<file path="src/hw/rtl/u8u16_pkg.sv">
// Shared types, constants and the code point to UTF-16 conversion function.
// Used by the step, burst and top-level modules of the transcoder; depends on nothing.
package u8u16_pkg;

    localparam int UNIT_W    = 16;
    localparam int ACC_W     = 32;
    localparam int MAX_UNITS = 4;

    localparam logic [ACC_W-1:0]  CP_MAX     = 32'h0010_FFFF;
    localparam logic [ACC_W-1:0]  BMP_MAX    = 32'h0000_FFFF;
    localparam logic [20:0]       SUPP_BASE  = 21'h01_0000;
    localparam logic [UNIT_W-1:0] SURR_HIGH  = 16'hD800;
    localparam logic [UNIT_W-1:0] SURR_LOW   = 16'hDC00;
    localparam logic [4:0]        SURR_TOP   = 5'b11011;
    localparam logic [1:0]        CONT_MARK  = 2'b10;

    typedef logic [UNIT_W-1:0] unit_t;

    // Units given by one code point: none, one, or a surrogate pair.
    typedef struct packed {
        logic [1:0] cnt;
        unit_t      first;
        unit_t      second;
    } emit_t;

    // Everything one input item produces, in output order.
    typedef struct packed {
        logic [MAX_UNITS-1:0][UNIT_W-1:0] units;
        logic [2:0]                       count;
        logic                             last_of_text;
    } burst_t;

    function automatic emit_t emit_cp(input logic [ACC_W-1:0] cp);
        emit_t      e;
        logic [19:0] v;
        v        = 20'(cp[20:0] - SUPP_BASE);
        e.cnt    = 2'd0;
        e.first  = '0;
        e.second = '0;
        if (cp > CP_MAX)
        begin
            e.cnt = 2'd0;
        end
        else if (cp > BMP_MAX)
        begin
            e.cnt    = 2'd2;
            e.first  = SURR_HIGH | {6'b0, v[19:10]};
            e.second = SURR_LOW | {6'b0, v[9:0]};
        end
        else if (cp[15:11] == SURR_TOP)
        begin
            e.cnt = 2'd0;
        end
        else
        begin
            e.cnt   = 2'd1;
            e.first = cp[UNIT_W-1:0];
        end
        return e;
    endfunction

endpackage

</file>
<file path="src/hw/rtl/u8u16_step.sv">
// Combinational decode of one UTF-8 byte against the held code point.
// Depends on u8u16_pkg for the emit function and the burst type.
module u8u16_step (
    input  logic [u8u16_pkg::ACC_W-1:0] acc,
    input  logic                        held,
    input  logic [7:0]                  text_byte,
    input  logic                        end_of_text,
    output logic [u8u16_pkg::ACC_W-1:0] acc_next,
    output logic                        held_next,
    output u8u16_pkg::burst_t           burst
);

    logic                        cont;
    logic [u8u16_pkg::ACC_W-1:0] acc_new;
    u8u16_pkg::emit_t            first;
    u8u16_pkg::emit_t            second;
    u8u16_pkg::emit_t            held_emit;
    u8u16_pkg::emit_t            end_emit;

    assign cont      = (text_byte[7:6] == u8u16_pkg::CONT_MARK);
    assign held_emit = u8u16_pkg::emit_cp(acc);
    assign end_emit  = u8u16_pkg::emit_cp(acc_new);

    always_comb
    begin
        case (text_byte) inside
            [8'h00:8'h7F]: acc_new = {24'b0, text_byte};
            [8'h80:8'hBF]: acc_new = {acc[25:0], text_byte[5:0]};
            [8'hC0:8'hDF]: acc_new = {27'b0, text_byte[4:0]};
            [8'hE0:8'hEF]: acc_new = {28'b0, text_byte[3:0]};
            default:       acc_new = {29'b0, text_byte[2:0]};
        endcase
    end

    always_comb
    begin
        first  = '0;
        second = '0;
        if (held && !cont)
        begin
            first = held_emit;
        end
        if (end_of_text)
        begin
            second = end_emit;
        end
    end

    always_comb
    begin
        case (first.cnt)
            2'd1:    burst.units = {16'h0, second.second, second.first, first.first};
            2'd2:    burst.units = {second.second, second.first, first.second, first.first};
            default: burst.units = {16'h0, 16'h0, second.second, second.first};
        endcase
        burst.count        = {1'b0, first.cnt} + {1'b0, second.cnt};
        burst.last_of_text = end_of_text;
    end

    assign acc_next  = end_of_text ? '0 : acc_new;
    assign held_next = !end_of_text;

endmodule

</file>
<file path="src/hw/rtl/u8u16_burst.sv">
// Result register: holds one item's units, hands out one per cycle unless stalled.
// Depends on u8u16_pkg for the burst type.
module u8u16_burst (
    input  logic                     clk,
    input  logic                     rst_n,
    input  logic                     load,
    input  u8u16_pkg::burst_t        burst,
    output logic                     can_load,
    output logic                     unit_valid,
    input  logic                     unit_stall,
    output logic [u8u16_pkg::UNIT_W-1:0] code_unit,
    output logic                     run_last,
    output logic                     text_done
);

    logic [u8u16_pkg::MAX_UNITS-1:0][u8u16_pkg::UNIT_W-1:0] units_reg;
    logic [2:0] rem_reg;
    logic [2:0] rem_next;
    logic [1:0] idx_reg;
    logic [1:0] idx_next;
    logic       end_reg;
    logic       take;

    assign unit_valid = (rem_reg != 3'd0);
    assign take       = unit_valid && !unit_stall;
    assign can_load   = (rem_reg == 3'd0) || ((rem_reg == 3'd1) && !unit_stall);

    assign code_unit = units_reg[idx_reg];
    assign run_last  = (rem_reg == 3'd1);
    assign text_done = (rem_reg == 3'd1) && end_reg;

    always_comb
    begin
        rem_next = rem_reg;
        idx_next = idx_reg;
        if (load)
        begin
            rem_next = burst.count;
            idx_next = 2'd0;
        end
        else if (take)
        begin
            rem_next = rem_reg - 3'd1;
            idx_next = idx_reg + 2'd1;
        end
    end

    always_ff @(posedge clk or negedge rst_n)
    begin
        if (!rst_n)
        begin
            rem_reg <= 3'd0;
            idx_reg <= 2'd0;
        end
        else
        begin
            rem_reg <= rem_next;
            idx_reg <= idx_next;
        end
    end

    always_ff @(posedge clk)
    begin
        if (load)
        begin
            units_reg <= burst.units;
            end_reg   <= burst.last_of_text;
        end
    end

endmodule

</file>
<file path="src/hw/rtl/utf8_to_utf16_transcoder.sv">
// An accepted byte goes to the input register, then its units go to the result register.
// Throughput: one byte per cycle while unit_stall is low and each byte gives
// at most one unit; a byte giving more holds the input register until the last unit.
// Reset clears the accumulator, the held flag and both valid stages at once.
// Top level: input register, accumulator state, decode step and result register.
module utf8_to_utf16_transcoder (
    input  logic        clk,
    input  logic        rst_n,
    input  logic        byte_valid,
    output logic        byte_stall,
    input  logic [7:0]  text_byte,
    input  logic        end_of_text,
    output logic        unit_valid,
    input  logic        unit_stall,
    output logic [15:0] code_unit,
    output logic        run_last,
    output logic        text_done
);

    logic                        s1_valid_reg;
    logic                        s1_valid_next;
    logic [7:0]                  s1_byte_reg;
    logic                        s1_end_reg;
    logic [u8u16_pkg::ACC_W-1:0] acc_reg;
    logic [u8u16_pkg::ACC_W-1:0] acc_next;
    logic                        held_reg;
    logic                        held_next;
    logic                        can_load;
    logic                        advance;
    logic                        accept;
    u8u16_pkg::burst_t           burst;

    assign advance    = s1_valid_reg && can_load;
    assign byte_stall = s1_valid_reg && !can_load;
    assign accept     = byte_valid && !byte_stall;

    always_comb
    begin
        s1_valid_next = s1_valid_reg;
        if (accept)
        begin
            s1_valid_next = 1'b1;
        end
        else if (advance)
        begin
            s1_valid_next = 1'b0;
        end
    end

    always_ff @(posedge clk or negedge rst_n)
    begin
        if (!rst_n)
        begin
            s1_valid_reg <= 1'b0;
            acc_reg      <= '0;
            held_reg     <= 1'b0;
        end
        else
        begin
            s1_valid_reg <= s1_valid_next;
            if (advance)
            begin
                acc_reg  <= acc_next;
                held_reg <= held_next;
            end
        end
    end

    always_ff @(posedge clk)
    begin
        if (accept)
        begin
            s1_byte_reg <= text_byte;
            s1_end_reg  <= end_of_text;
        end
    end

    u8u16_step u_step (
        .acc         (acc_reg),
        .held        (held_reg),
        .text_byte   (s1_byte_reg),
        .end_of_text (s1_end_reg),
        .acc_next    (acc_next),
        .held_next   (held_next),
        .burst       (burst)
    );

    u8u16_burst u_burst (
        .clk        (clk),
        .rst_n      (rst_n),
        .load       (advance),
        .burst      (burst),
        .can_load   (can_load),
        .unit_valid (unit_valid),
        .unit_stall (unit_stall),
        .code_unit  (code_unit),
        .run_last   (run_last),
        .text_done  (text_done)
    );

endmodule

</file>
<file path="config.mk">
export PLATFORM = sky130hd
export DESIGN_NAME = utf8_to_utf16_transcoder
export DESIGN_NICKNAME = d
export VERILOG_FILES = /design/src/hw/rtl/u8u16_pkg.sv /design/src/hw/rtl/u8u16_step.sv /design/src/hw/rtl/u8u16_burst.sv /design/src/hw/rtl/utf8_to_utf16_transcoder.sv
export SDC_FILE = /design/constraint.sdc
export NUM_CORES = 1
export LEC_CHECK = 0
export BUFFER_PORTS_ARGS = -buffer_cell sky130_fd_sc_hd__buf_4
export CELL_PAD_IN_SITES_DETAIL_PLACEMENT = 0
export CELL_PAD_IN_SITES_GLOBAL_PLACEMENT = 1
export CORE_MARGIN = 4
export CORE_UTILIZATION = 50
export CTS_BUF_LIST = sky130_fd_sc_hd__clkbuf_8
export DETAILED_ROUTE_END_ITERATION = 16
export GPL_ROUTABILITY_DRIVEN = 0
export HOLD_SLACK_MARGIN = 0.12
export PLACE_DENSITY = 0.88
export SLEW_MARGIN = 20
export SYNTH_ARGS = -nofsm -noshare
export SYNTH_HDL_FRONTEND = slang
export SYNTH_HIERARCHICAL = 1
export SYNTH_SLANG_ARGS = --single-unit
export TNS_END_PERCENT = 20
</file>
<file path="constraint.sdc">
create_clock -name clk -period 6 [get_ports clk]
set_input_delay 1.2 -clock clk [delete_from_list [all_inputs] [get_ports clk]]
set_output_delay 1.2 -clock clk [all_outputs]
set_load 0.02 [all_outputs]
</file>
* After elaboration in Yosys (flattened, before gate mapping)
Cells that the tools add are included.
** Cells by class
- Eq/ne operators :: 6
- Multiplexer cells :: 28
- Add/subtract/negate cells :: 5
- Reductions and logical operators :: 21
- Order comparisons :: 13
** Operators with widths (number)
- $mux 32 :: 6
- $pmux 64 s2 :: 1
- $mux 16 :: 5
- $mux 34 :: 2
- $gt 32x16->1 const B :: 2
- $gt 32x21->1 const B :: 2
- $sub 20x17->20 const B :: 2
- $mux 18 :: 2
- $bmux 16 s2 :: 1
- $ge 8x8->1 const B :: 3
- $le 8x8->1 const B :: 3
- $logic_and 1x1->1 :: 11
- $eq 5x5->1 const B :: 2
- $ge 8x1->1 const B :: 1
- $le 8x7->1 const B :: 1
- $mux 2 :: 4
- $mux 3 :: 2
- $logic_not 1->1 :: 5
- $eq 2x2->1 const B :: 2
- $mux 1 :: 4
- $mux 4 :: 1
- $reduce_bool 2->1 :: 2
- $add 2x2->3 :: 1
- $eq 3x1->1 const B :: 1
- 7 further kinds :: 7
** Word-level totals
- Output and inout bits :: 20
- Bits of input ports :: 13
- Logic and storage cells :: 85
- Register bits :: 113

* Longest topological paths before layout
Gate-level depths: netlist (run 1).
- Word-level depth :: 13
- Gate-level depth with buffers :: 16
- Mapped depth without buffers :: 13

* Cells and area by module
Netlist (run 1), hierarchy kept.
** Modules (own cells, without submodules)
- u8u16_burst :: instances 1, area each 2705.1 µm², seq. area each 2077.0 µm², cells an instance 125
- u8u16_step :: instances 1, area each 1771.7 µm², seq. area each 0.0 µm², cells an instance 294
- utf8_to_utf16_transcoder :: instances 1, area each 1669.1 µm², seq. area each 1121.1 µm², cells an instance 85

* Least setup slack after synthesis (run 1)
No wires, ideal clock.
- Path kind :: in2reg
- Start point :: input port unit_stall
- End point :: register u_burst.rem_reg[0]
- Slack :: 2122 ps
- Buffers on the path :: 3
- Stages :: 9
- Required time :: 5872 ps
- Setup time :: 128 ps
- Arrival time :: 3750 ps
- Cell sequence :: clkbuf_1 o21ai_0 nand2_2 buf_6 inv_1 clkbuf_1 nor2b_1 o21ai_0 nand3_1
** On the way
- Longest elaborated chain between the ends :: 5
- Elaborated cells on any way between the ends :: 7
- Those cells by class :: 1 x mux; 6 x reduce/logical
** RTL lines
- start, declared :: RTL line utf8_to_utf16_transcoder.sv:14 : input logic unit_stall,
- $logic_not 1->1 (*) :: RTL line u8u16_burst.sv:26 : assign can_load = (rem_reg == 3'd0) || ((rem_reg == 3'd1) && !unit_stall);
- $logic_and 1x1->1 (*) :: RTL line u8u16_burst.sv:26
- $logic_or 1x1->1 (*) :: RTL line u8u16_burst.sv:26
- net can_load :: RTL line utf8_to_utf16_transcoder.sv:28 : logic can_load;
- $logic_and 1x1->1 (*) :: RTL line utf8_to_utf16_transcoder.sv:33 : assign advance = s1_valid_reg && can_load;
- net advance :: RTL line utf8_to_utf16_transcoder.sv:29 : logic advance;
- $mux 3 / $reduce_bool 2->1 (equally long branches)
- end signal, assigned :: RTL line u8u16_burst.sv:57 : rem_reg <= rem_next;
- end, declared :: RTL line u8u16_burst.sv:17 : logic [2:0] rem_reg;
The timed path passes the listed nets; every way through them passes the cells marked *.
A chain may end at the register's enable or synchronous reset.

==> results of run 1 <==
==> report_power, final <==
group	leakage [nW]	internal, mW	switching, mW
Combinational	1.32	0.517	0.733
Sequential	1.24	1.17	0.179
Clock	0.218	0.462	0.322
Total	2.78	2.15	1.23
==> cell usage in the layout (no fill, tap or decap), types with 7 or more instances in the layout <==
cell / synthesis / final
dfrtp_1: 39 / 39
o32ai_1: 9 / 9
buf_4: 6 / 34
nor2_1: 44 / 44
nor3_1: 8 / 8
a21o_1: 12 / 12
o21ai_0: 23 / 23
mux2_4: 29 / 29
nand3_1: 12 / 12
nor2b_1: 7 / 7
and3_1: 15 / 15
mux4_2: 8 / 8
clkbuf_8: 0 / 18
nand4_1: 10 / 10
a21oi_1: 11 / 11
mux4_1: 8 / 8
nand2_1: 37 / 37
edfxtp_1: 74 / 74
o221ai_1: 16 / 16
ha_1: 8 / 8
inv_1: 20 / 21
==> cells in the mapped netlist (all sizes together), types with 15 or more instances <==
library cell | instances | area [um2]
clkbuf | 16 | 60.1
edfxtp | 74 | 2220
nand2 | 38 | 145
o221ai | 16 | 140
and3 | 15 | 93.8
o21ai | 25 | 125
buf | 20 | 151
nor2 | 44 | 165
mux2 | 33 | 480
inv | 22 | 82.6
mux4 | 16 | 390
dfrtp | 39 | 976
==> worst max-delay path: stages, from the launching register on <==
cell and delay, ps:
dfrtp_1 430, inv_1 100, ha_1 180, or3b_1 410, or2_1 320, nor2_1 220, nand4_1 170, ha_1 440
inv_1 210, nand2_1 310, nor4_2 800, nand2_1 130, o221ai_1 120
==> logic make-up after synthesis <==
family                   count (synthesis)  synth area share [%]
other                                    1                0.0610
flip-flops                             113                  52.0
AO/OA/AOI/OAI                           99                  11.4
AND/OR/NAND/NOR                        170                  14.8
buffers and inverters                   58                  4.78
adder cells (fa/ha/maj)                  9                  1.95
XOR/XNOR                                 3                 0.428
multiplexers                            51                  14.6
==> final cells by class <==
cell class	instances	area (um2)	area share (%)
clock buffer	18	248	3.63
clock inverter	14	190	2.79
inverter	22	83.8	1.23
multi-input combinational	333	2660	39.0
sequential	113	3200	46.9
tap	147	184	2.70
timing repair buffer	34	255	3.74
==> metrics by stage <==
step | utilization (%) | power, mW
after floorplan | - | 2.23
after global placement | 53.1 | 2.58
after detailed placement | 53.1 | 2.61
after CTS | 56.8 | 3.40
after global routing | 56.8 | 3.56
final | 56.8 | 3.39
==> path summary, 6_finish.rpt <==
kind / startpoint / end / depth (start not counted) / slack (ps)
min in group asynchronous: rst_n / acc_reg[0]$_DFFE_PN0P_ / 1 / 730
min: acc_reg[27]$_DFFE_PN0P_ / acc_reg[27]$_DFFE_PN0P_ / 1 / 510
max reg2reg: acc_reg[16]$_DFFE_PN0P_ / u_burst/units_reg[18]$_DFFE_PP_ / 12 / 1970
max in group asynchronous: rst_n / acc_reg[23]$_DFFE_PN0P_ / 1 / 4890
max: acc_reg[16]$_DFFE_PN0P_ / u_burst/units_reg[18]$_DFFE_PP_ / 12 / 1970
min reg2reg: acc_reg[27]$_DFFE_PN0P_ / acc_reg[27]$_DFFE_PN0P_ / 1 / 510
==> layer usage <==
metal | global-route usage (%) | routed length [um]
met2 | 32.1 | 6720
met1 | 29.5 | 6200
met3 | 6.70 | 1350
met4 | 9.49 | 417
met5 | 0 | 0
==> impl_metrics.toml, run 1 <==
[drt]
drt-wirelength-per-cell_um = 21.6
number_of_drc_markers_in_iteration_0 = 573
detail-route-antenna-nets = 0
tritonroute_pass_1_iters = 5
via_to_cell_ratio = 6.45
drcViolationCount = 0
via_count = 4395
routed_wl_mm = 14.7

[logic_synthesis]
syn-instance-count = 504
synth_seq_area_share_pct = 52.0
synth_edf_count = 74
ys_ff_latch = 113
postSynthAreaPerCell_um2 = 12.2
synth.distinct_cells = 60
ys_warn_count = 6
async_reset_ff_share_pct = 34.5
yosys_most_used_dff = "edfxtp_1"
synth.cell_area_mm2 = 0.00615
mappedNetlistNets = 526

[floorplan]
boundaryPins = 33
coreArea_mm2 = 0.0120
rows = 40
floorplan.die.height_um = 119
starting_density_of_the_core_pct = 51.2
die_w_um = 119
die_area_mm2 = 0.0141

[critical_path]
timing.critical_path.required_ps = 6270
startpoint_kind_of_the_worst_setup_timing_path = "flip-flop"
path_max_fanout = 13
worst_setup_path_end_kind = "flip-flop"
criticalPathCategory = "flip-flop to flip-flop"
worst_path_arrival_time_ps = 4300

[clock_tree]
clock-sinks = 113
cts_tree = "yes"
ctsHtreeMaxLevel = 4
cts_inserted_buffers = 17
later_pin_clock_latency_in_the_skew_report_ps = 460
max_buffers_root_to_sink = 2
clkTransAtPathRegs_ps = 70
post_cts.repair.setup_buffers = 0
cts_hold_buf = 0
ctsRootBufferMaster = "clkbuf_8"
post_cts_resized = 0

[power]
peakVddDrop_v = 0.000218
power.leakage_nw = 2.78
p_per_area_mw_per_mm2 = 497

[sta]
finalClockSkew_ps = 15.7
finalSetupViolations = 0
fin_ws_ps = 1970
timing.final.max_slew_violations = 0
final_hold_viol_count = 0
period_share_pct = 67.1
highest_clock_frequency_the_design_can_meet_mhz = 248
finalSetupTns_ps = 0
tightest_slew_ps = 1080
rsz0062_at_grt = "no"
fin_crit_ps = 4030
slew_headroom_pct = 27.5
timing.hold.ws_ps = 510

[grt]
grt_pass1_wl_mm = 23.4
grt.overflow.total = 0
via_count_of_the_first_global_routing_pass = 4260
grt_max_degree = 59
globalRouteTotalUtil_pct = 21.7
antenna_violations_before_repair = 0

[place]
dp_worst_setup_slack_ps = 1850
dpl_cell_area_mm2 = 0.00638
placed_cells = 649
io_buffer_count = 32
place.detailed.hpwl_mm = 10.1

[cells_and_area]
areaGrowthSynthToFinish_pct = 11.0
net_total_in_the_final_layout = 543
nFillCells = 984
antennaDiodeCount = 0
largest_register_ffs = 64
layout-drive-gt1-share_pct = 22.7
fin_area_mm2 = 0.00682
finalNonFillerCells = 681

[status]
run_status = "finished clean"

[run]
drv_cap = 0

[hold_path]
worst_hold_path_type = "flip-flop to flip-flop"
(Power assumes the default switching activity.)
==> run 2, diff against run 1 <==
--- a/config.mk
+++ b/config.mk
@@ -9,12 +9,12 @@
 export CELL_PAD_IN_SITES_DETAIL_PLACEMENT = 0
 export CELL_PAD_IN_SITES_GLOBAL_PLACEMENT = 1
 export CORE_MARGIN = 4
-export CORE_UTILIZATION = 50
+export CORE_UTILIZATION = 47
 export CTS_BUF_LIST = sky130_fd_sc_hd__clkbuf_8
 export DETAILED_ROUTE_END_ITERATION = 16
 export GPL_ROUTABILITY_DRIVEN = 0
 export HOLD_SLACK_MARGIN = 0.12
-export PLACE_DENSITY = 0.88
+export PLACE_DENSITY = 0.87
 export SLEW_MARGIN = 20
 export SYNTH_ARGS = -nofsm -noshare
 export SYNTH_HDL_FRONTEND = slang
==> constraint.sdc (replaced) <==
create_clock -name clk -period 3.7 [get_ports clk]
set_input_delay 0.74 -clock clk [delete_from_list [all_inputs] [get_ports clk]]
set_output_delay 0.74 -clock clk [all_outputs]
set_load 0.02 [all_outputs]
==> run 2 against run 1 <==
  * Die area is 5.9% higher
  * Hold slack got worse by 230 ps
  * Power increased by 54%
  * Sequential power rose by 60%
  * Non-clock buffer count up 11
  * Via count is the same
  * Clock skew shrank 6.4 ps
  * Clock power is 23% higher
  * First-iteration DRC count down 1.7%
  * Combinational power is 67% higher
  * Cell count rose by 5.3%
  * Critical path type unchanged
  * Critical endpoint is now u_burst/units_reg[21]$_DFFE_PP_
  * Largest cell class unchanged
==> impl_metrics.toml, run 2 (synthesis gave the netlist of run 1 again) <==
[sta]
final_hold_viol_count = 0
fin_crit_ps = 3490
finalClockSkew_ps = 9.30
timing.hold.ws_ps = 280
finalSetupViolations = 0
rsz0062_at_grt = "yes"
period_share_pct = 94.4
highest_clock_frequency_the_design_can_meet_mhz = 286
timing.final.max_slew_violations = 0
slew_headroom_pct = 33.5
tightest_slew_ps = 998

[cells_and_area]
layout-drive-gt1-share_pct = 23.7
nFillCells = 1118
largest_register_ffs = 64
mostFrequentLayoutCell = "edfxtp_1"
antennaDiodeCount = 0
areaGrowthSynthToFinish_pct = 11.5
most_frequent_cells_in_the_layout = "edfxtp_1 (74), buf_4 (44), nor2_1 (43)"
finalNonFillerCells = 717
net_total_in_the_final_layout = 554

[drt]
drt-wirelength-per-cell_um = 20.3
number_of_drc_markers_in_iteration_0 = 563
routed_wl_mm = 14.6
drcViolationCount = 0
via_to_cell_ratio = 6.13
tritonroute_pass_1_iters = 6
detail-route-antenna-nets = 0
via_count = 4395

[floorplan]
boundaryPins = 33
rows = 41
coreArea_mm2 = 0.0127
floorplan.die.height_um = 122
starting_density_of_the_core_pct = 48.3
die_w_um = 122
die_area_mm2 = 0.0150

[grt]
via_count_of_the_first_global_routing_pass = 4258
groute.layer.met1.usage_pct = 27.8
grt.met3_usage_pct = 4.98
antenna_violations_before_repair = 0
grt_max_degree = 75
grt.overflow.total = 0
globalRouteTotalUtil_pct = 20.6
gr-max-usage-layer = "met2"
globalRouteMet2Util_pct = 31.9
grt_pass1_wl_mm = 23.3

[status]
run_status = "finished clean"

[power]
swShare_pct = 37.2
switchingPower_mw = 1.94
peakVddDrop_v = 0.000349
p_int_mw = 3.28
p_per_area_mw_per_mm2 = 761
power.leakage_nw = 2.81
seq_power_share_pct = 41.5
clock_group_share_of_total_power_pct = 18.5
comb_power_share_pct = 40.1

[critical_path]
crit_chain = "inv_1 > ha_1 > or3b_1 > or2_1 > nor2_2 > nand4_1 > ha_1 > buf_4 > nor2b_1 > nand3_1 > o21ai_0 > o31ai_4 > o221ai_1"
startpoint_kind_of_the_worst_setup_timing_path = "flip-flop"
crit_top_cell = "ha_1"
timing.critical_path.required_ps = 3860
worst_path_arrival_time_ps = 3650
delay_of_the_slowest_cell_on_the_worst_path_ps = 440
criticalPathCategory = "flip-flop to flip-flop"
path_max_fanout = 8
cpMaxStageDelayCell = "dfrtp_1"
worst_setup_path_end_kind = "flip-flop"
rr_worst_depth = 13

[place]
io_buffer_count = 32
placed_cells = 684
place.detailed.hpwl_mm = 10.2

[clock_tree]
cts_tree = "yes"
max_buffers_root_to_sink = 2
clock-sinks = 113
later_pin_clock_latency_in_the_skew_report_ps = 440
cts_inserted_buffers = 17
ctsRootBufferMaster = "clkbuf_8"
ctsHtreeMaxLevel = 4
clkTransAtPathRegs_ps = 70

[hold_path]
worst_hold_path_type = "input port to async pin"

[run]
drv_cap = 0
-- run 2: timing repair --
item	in CTS	in global routing
buffers inserted	0	1
gates resized for setup	0	5
endpoints found under the setup margin	0	36
hold buffers	0	0
-- run 2: cell type report --
cell class | instances | area, um2 | area share [%]
inverters | 22 | 82.6 | 1.21
well taps | 172 | 215 | 3.14
flip-flops and latches | 113 | 3200 | 46.7
multi-input cells | 333 | 2680 | 39.1
repair buffers | 45 | 350 | 5.11
clock inverters | 15 | 91.3 | 1.33
clock buffers | 17 | 234 | 3.41
-- run 2: power groups by stage --
stage          Combinational [mW]  Clock, mW  Sequential (mW)
6_report                     2.09      0.963             2.16
5_1_grt                      2.25       1.05             2.21
4_1_cts                      2.08      0.984             2.17
3_5_place_dp                 2.07          0             2.19
3_3_place_gp                 2.04          0             2.16
2_1_floorplan                1.57          0             2.04
-- run 2: per-layer routing --
metal	wire length [um]	vias up
met5	0	-
met4	508	0
met3	1330	37
met2	6750	230
met1	5990	2145
li1	-	1983
-- run 2: critical path, delay by kind of cell (launching register included) --
family | cells | cell delay [ps]
AND/OR/NAND/NOR | 6 | 1240
buffers and inverters | 2 | 250
AO/OA/AOI/OAI | 3 | 760
flip-flops | 1 | 440
adder cells (fa/ha/maj) | 2 | 530
-- run 2: path summary, 6_finish.rpt --
kind,from,endpoint,slack (ps)
min in group clk,text_byte[7],s1_byte_reg[7]$_DFFE_PP_,480
max,acc_reg[16]$_DFFE_PN0P_,u_burst/units_reg[21]$_DFFE_PP_,210
max in group asynchronous,rst_n,u_burst/idx_reg[1]$_DFFE_PN0P_,3050
min,rst_n,acc_reg[5]$_DFFE_PN0P_,280
max reg2reg,acc_reg[16]$_DFFE_PN0P_,u_burst/units_reg[21]$_DFFE_PP_,210
min reg2reg,acc_reg[27]$_DFFE_PN0P_,acc_reg[27]$_DFFE_PN0P_,510
-- run 2: stage by stage --
| stage | setup WS [ps] | total power, mW | util, % | TNS (ps) | cell area (um2) |
|---|---|---|---|---|---|
| global placement | 232 | 4.20 | 51.0 | 0 | 6490 |
| global route | -28.5 | 5.50 | 53.9 | -44.5 | 6850 |
| detailed placement | 131 | 4.26 | 51.0 | 0 | 6490 |
| CTS | 100 | 5.23 | 53.6 | 0 | 6820 |
| finish | 208 | 5.22 | 53.9 | 0 | 6850 |
| floorplan | 191 | 3.61 | - | 0 | 6150 |
==> run 3, diff against run 2 <==
--- a/config.mk
+++ b/config.mk
@@ -11,10 +11,12 @@
 export CORE_MARGIN = 4
 export CORE_UTILIZATION = 47
 export CTS_BUF_LIST = sky130_fd_sc_hd__clkbuf_8
+export CTS_CLUSTER_SIZE = 30
 export DETAILED_ROUTE_END_ITERATION = 16
 export GPL_ROUTABILITY_DRIVEN = 0
 export HOLD_SLACK_MARGIN = 0.12
 export PLACE_DENSITY = 0.87
+export SETUP_SLACK_MARGIN = 0.5
 export SLEW_MARGIN = 20
 export SYNTH_ARGS = -nofsm -noshare
 export SYNTH_HDL_FRONTEND = slang
==> run 3 against run 2 <==
  * Setup slack better by 270 ps
  * Wire length is 5.4% higher
  * Cell count is 1.7% higher
  * Clock skew is 1.0 ps lower
  * Highest routed layer unchanged
  * Clock power is 11% higher
  * Sequential cell count stayed put
  * Combinational power is 9.6% higher
  * Via count is 2.3% higher
  * Sequential share of layout area is 2.2 points lower
==> impl_metrics.toml, run 3 (synthesis gave the netlist of run 1 again) <==
[place]
place.detailed.hpwl_mm = 10.3
io_buffer_count = 32
placed_cells = 684

[clock_tree]
cts_tree = "yes"
ctsRootBufferMaster = "clkbuf_8"
cts_inserted_buffers = 17
clkTransAtPathRegs_ps = 70
max_buffers_root_to_sink = 2
clock-sinks = 113
ctsHtreeMaxLevel = 4
later_pin_clock_latency_in_the_skew_report_ps = 440

[cells_and_area]
antennaDiodeCount = 0
nFillCells = 1082
largest_register_ffs = 64
areaGrowthSynthToFinish_pct = 17.0
mostFrequentLayoutCell = "edfxtp_1"
finalNonFillerCells = 729
most_frequent_cells_in_the_layout = "edfxtp_1 (74), buf_4 (52), nor2_1 (40)"
multi_input_area_mm2 = 0.00286
layout-drive-gt1-share_pct = 30.5
seqCellArea_mm2 = 0.00320
net_total_in_the_final_layout = 566

[power]
report.power.total_mw = 5.53
peakVddDrop_v = 0.000359
p_per_area_mw_per_mm2 = 770
power.leakage_nw = 2.88

[sta]
finalSetupViolations = 0
finalClockSkew_ps = 8.26
finalSetupTns_ps = 0
timing.final.max_slew_violations = 0
rsz0062_at_grt = "yes"
final_hold_viol_count = 0
highest_clock_frequency_the_design_can_meet_mhz = 311
slew_headroom_pct = 33.1
tightest_slew_ps = 1000
period_share_pct = 87.0
fin_crit_ps = 3220

[critical_path]
criticalPathCategory = "flip-flop to flip-flop"
startpoint_kind_of_the_worst_setup_timing_path = "flip-flop"
path_max_fanout = 8
worst_setup_path_end_kind = "flip-flop"
worst_path_arrival_time_ps = 3390
delay_of_the_slowest_cell_on_the_worst_path_ps = 560
crit_chain = "inv_2 > ha_4 > or3b_4 > or2_4 > nor2_4 > nand4_1 > inv_2 > ha_4 > nor2_2 > nor2_2 > nand4_1 > o32ai_1"
timing.critical_path.required_ps = 3880
cpMaxStageDelayCell = "o32ai_1"
critical_path_source = "acc_reg[16]$_DFFE_PN0P_"
timing.rr.start = "acc_reg[16]$_DFFE_PN0P_"

[drt]
via_count = 4498
number_of_drc_markers_in_iteration_0 = 424
drt-wirelength-per-cell_um = 21.1
routed_wl_mm = 15.4
detail-route-antenna-nets = 0
drcViolationCount = 0
tritonroute_pass_1_iters = 5
via_to_cell_ratio = 6.17

[status]
run_status = "finished clean"

[grt]
grt_pass1_wl_mm = 23.9
grt.overflow.total = 0
via_count_of_the_first_global_routing_pass = 4360
grt_max_degree = 49
globalRouteTotalUtil_pct = 21.2
antenna_violations_before_repair = 0

[floorplan]
die_area_mm2 = 0.0150
die_w_um = 122
boundaryPins = 33
starting_density_of_the_core_pct = 48.3
rows = 41
floorplan.die.height_um = 122
coreArea_mm2 = 0.0127

[hold_path]
worst_hold_path_type = "input port to async pin"

[run]
drv_cap = 0
run 3: path summary, 6_finish.rpt:
kind,cells past startpoint,end,slack (ps)
setup / recovery,12,u_burst/units_reg[8]$_DFFE_PP_,480
hold / removal,1,acc_reg[17]$_DFFE_PN0P_,290
setup reg to reg,12,u_burst/units_reg[8]$_DFFE_PP_,480
hold reg to reg,1,acc_reg[27]$_DFFE_PN0P_,510
max in group asynchronous,1,acc_reg[16]$_DFFE_PN0P_,3030
min in group clk,1,s1_byte_reg[1]$_DFFE_PP_,470
run 3: through the flow:
stage / utilization (%) / hold slack [ps] / worst slack, ps / area, um2
floorplan: - / 444 / 483 / 6190
global placement: 51.2 / 489 / 238 / 6520
detailed placement: 51.2 / 498 / 79.3 / 6520
CTS: 54.8 / 274 / 474 / 6970
global route: 56.5 / 300 / 415 / 7190
finish: 56.5 / 286 / 483 / 7190
run 3: layout make-up:
class                           instances  share of cell area [%]
Multi-Input combinational cell        333                    39.7
Inverter                               22                    1.31
Clock inverter                         15                    1.76
Tap cell                              172                    2.99
Sequential cell                       113                    44.5
Timing Repair Buffer                   57                    6.46
Clock buffer                           17                    3.26
run 3: metal layers:
| metal | track usage (%) | vias to the layer above | share of wire, % |
|---|---|---|---|
| li1 | - | 2010 | - |
| met1 | 28.5 | 2177 | 41 |
| met2 | 31.5 | 239 | 46 |
| met3 | 6.41 | 72 | 8.9 |
| met4 | 10.3 | 0 | 4.5 |
| met5 | 0 | - | 0 |
run 3: worst max-delay path: cells and delay by family (launching register included):
kind | cells | cell delay, ps
flip-flops | 1 | 430
AND/OR/NAND/NOR | 7 | 1400
AO/OA/AOI/OAI | 1 | 560
buffers and inverters | 2 | 230
adder cells (fa/ha/maj) | 2 | 330
run 3: what timing repair did:
item                       4_1_cts  5_1_grt
hold buffers                     0        0
cloned                           0        1
pin swaps                        4        7
setup buffers                    2       10
setup endpoints to repair       49       57
resized for setup               14       31
run 3: report_power, final:
part           internal (mW)  total [mW]  leakage [nW]  switching (mW)
Combinational          0.982        2.29          1.45            1.31
Sequential              1.89        2.17          1.24           0.277
Clock                  0.579        1.07         0.196           0.489
Total                   3.45        5.53          2.88            2.08
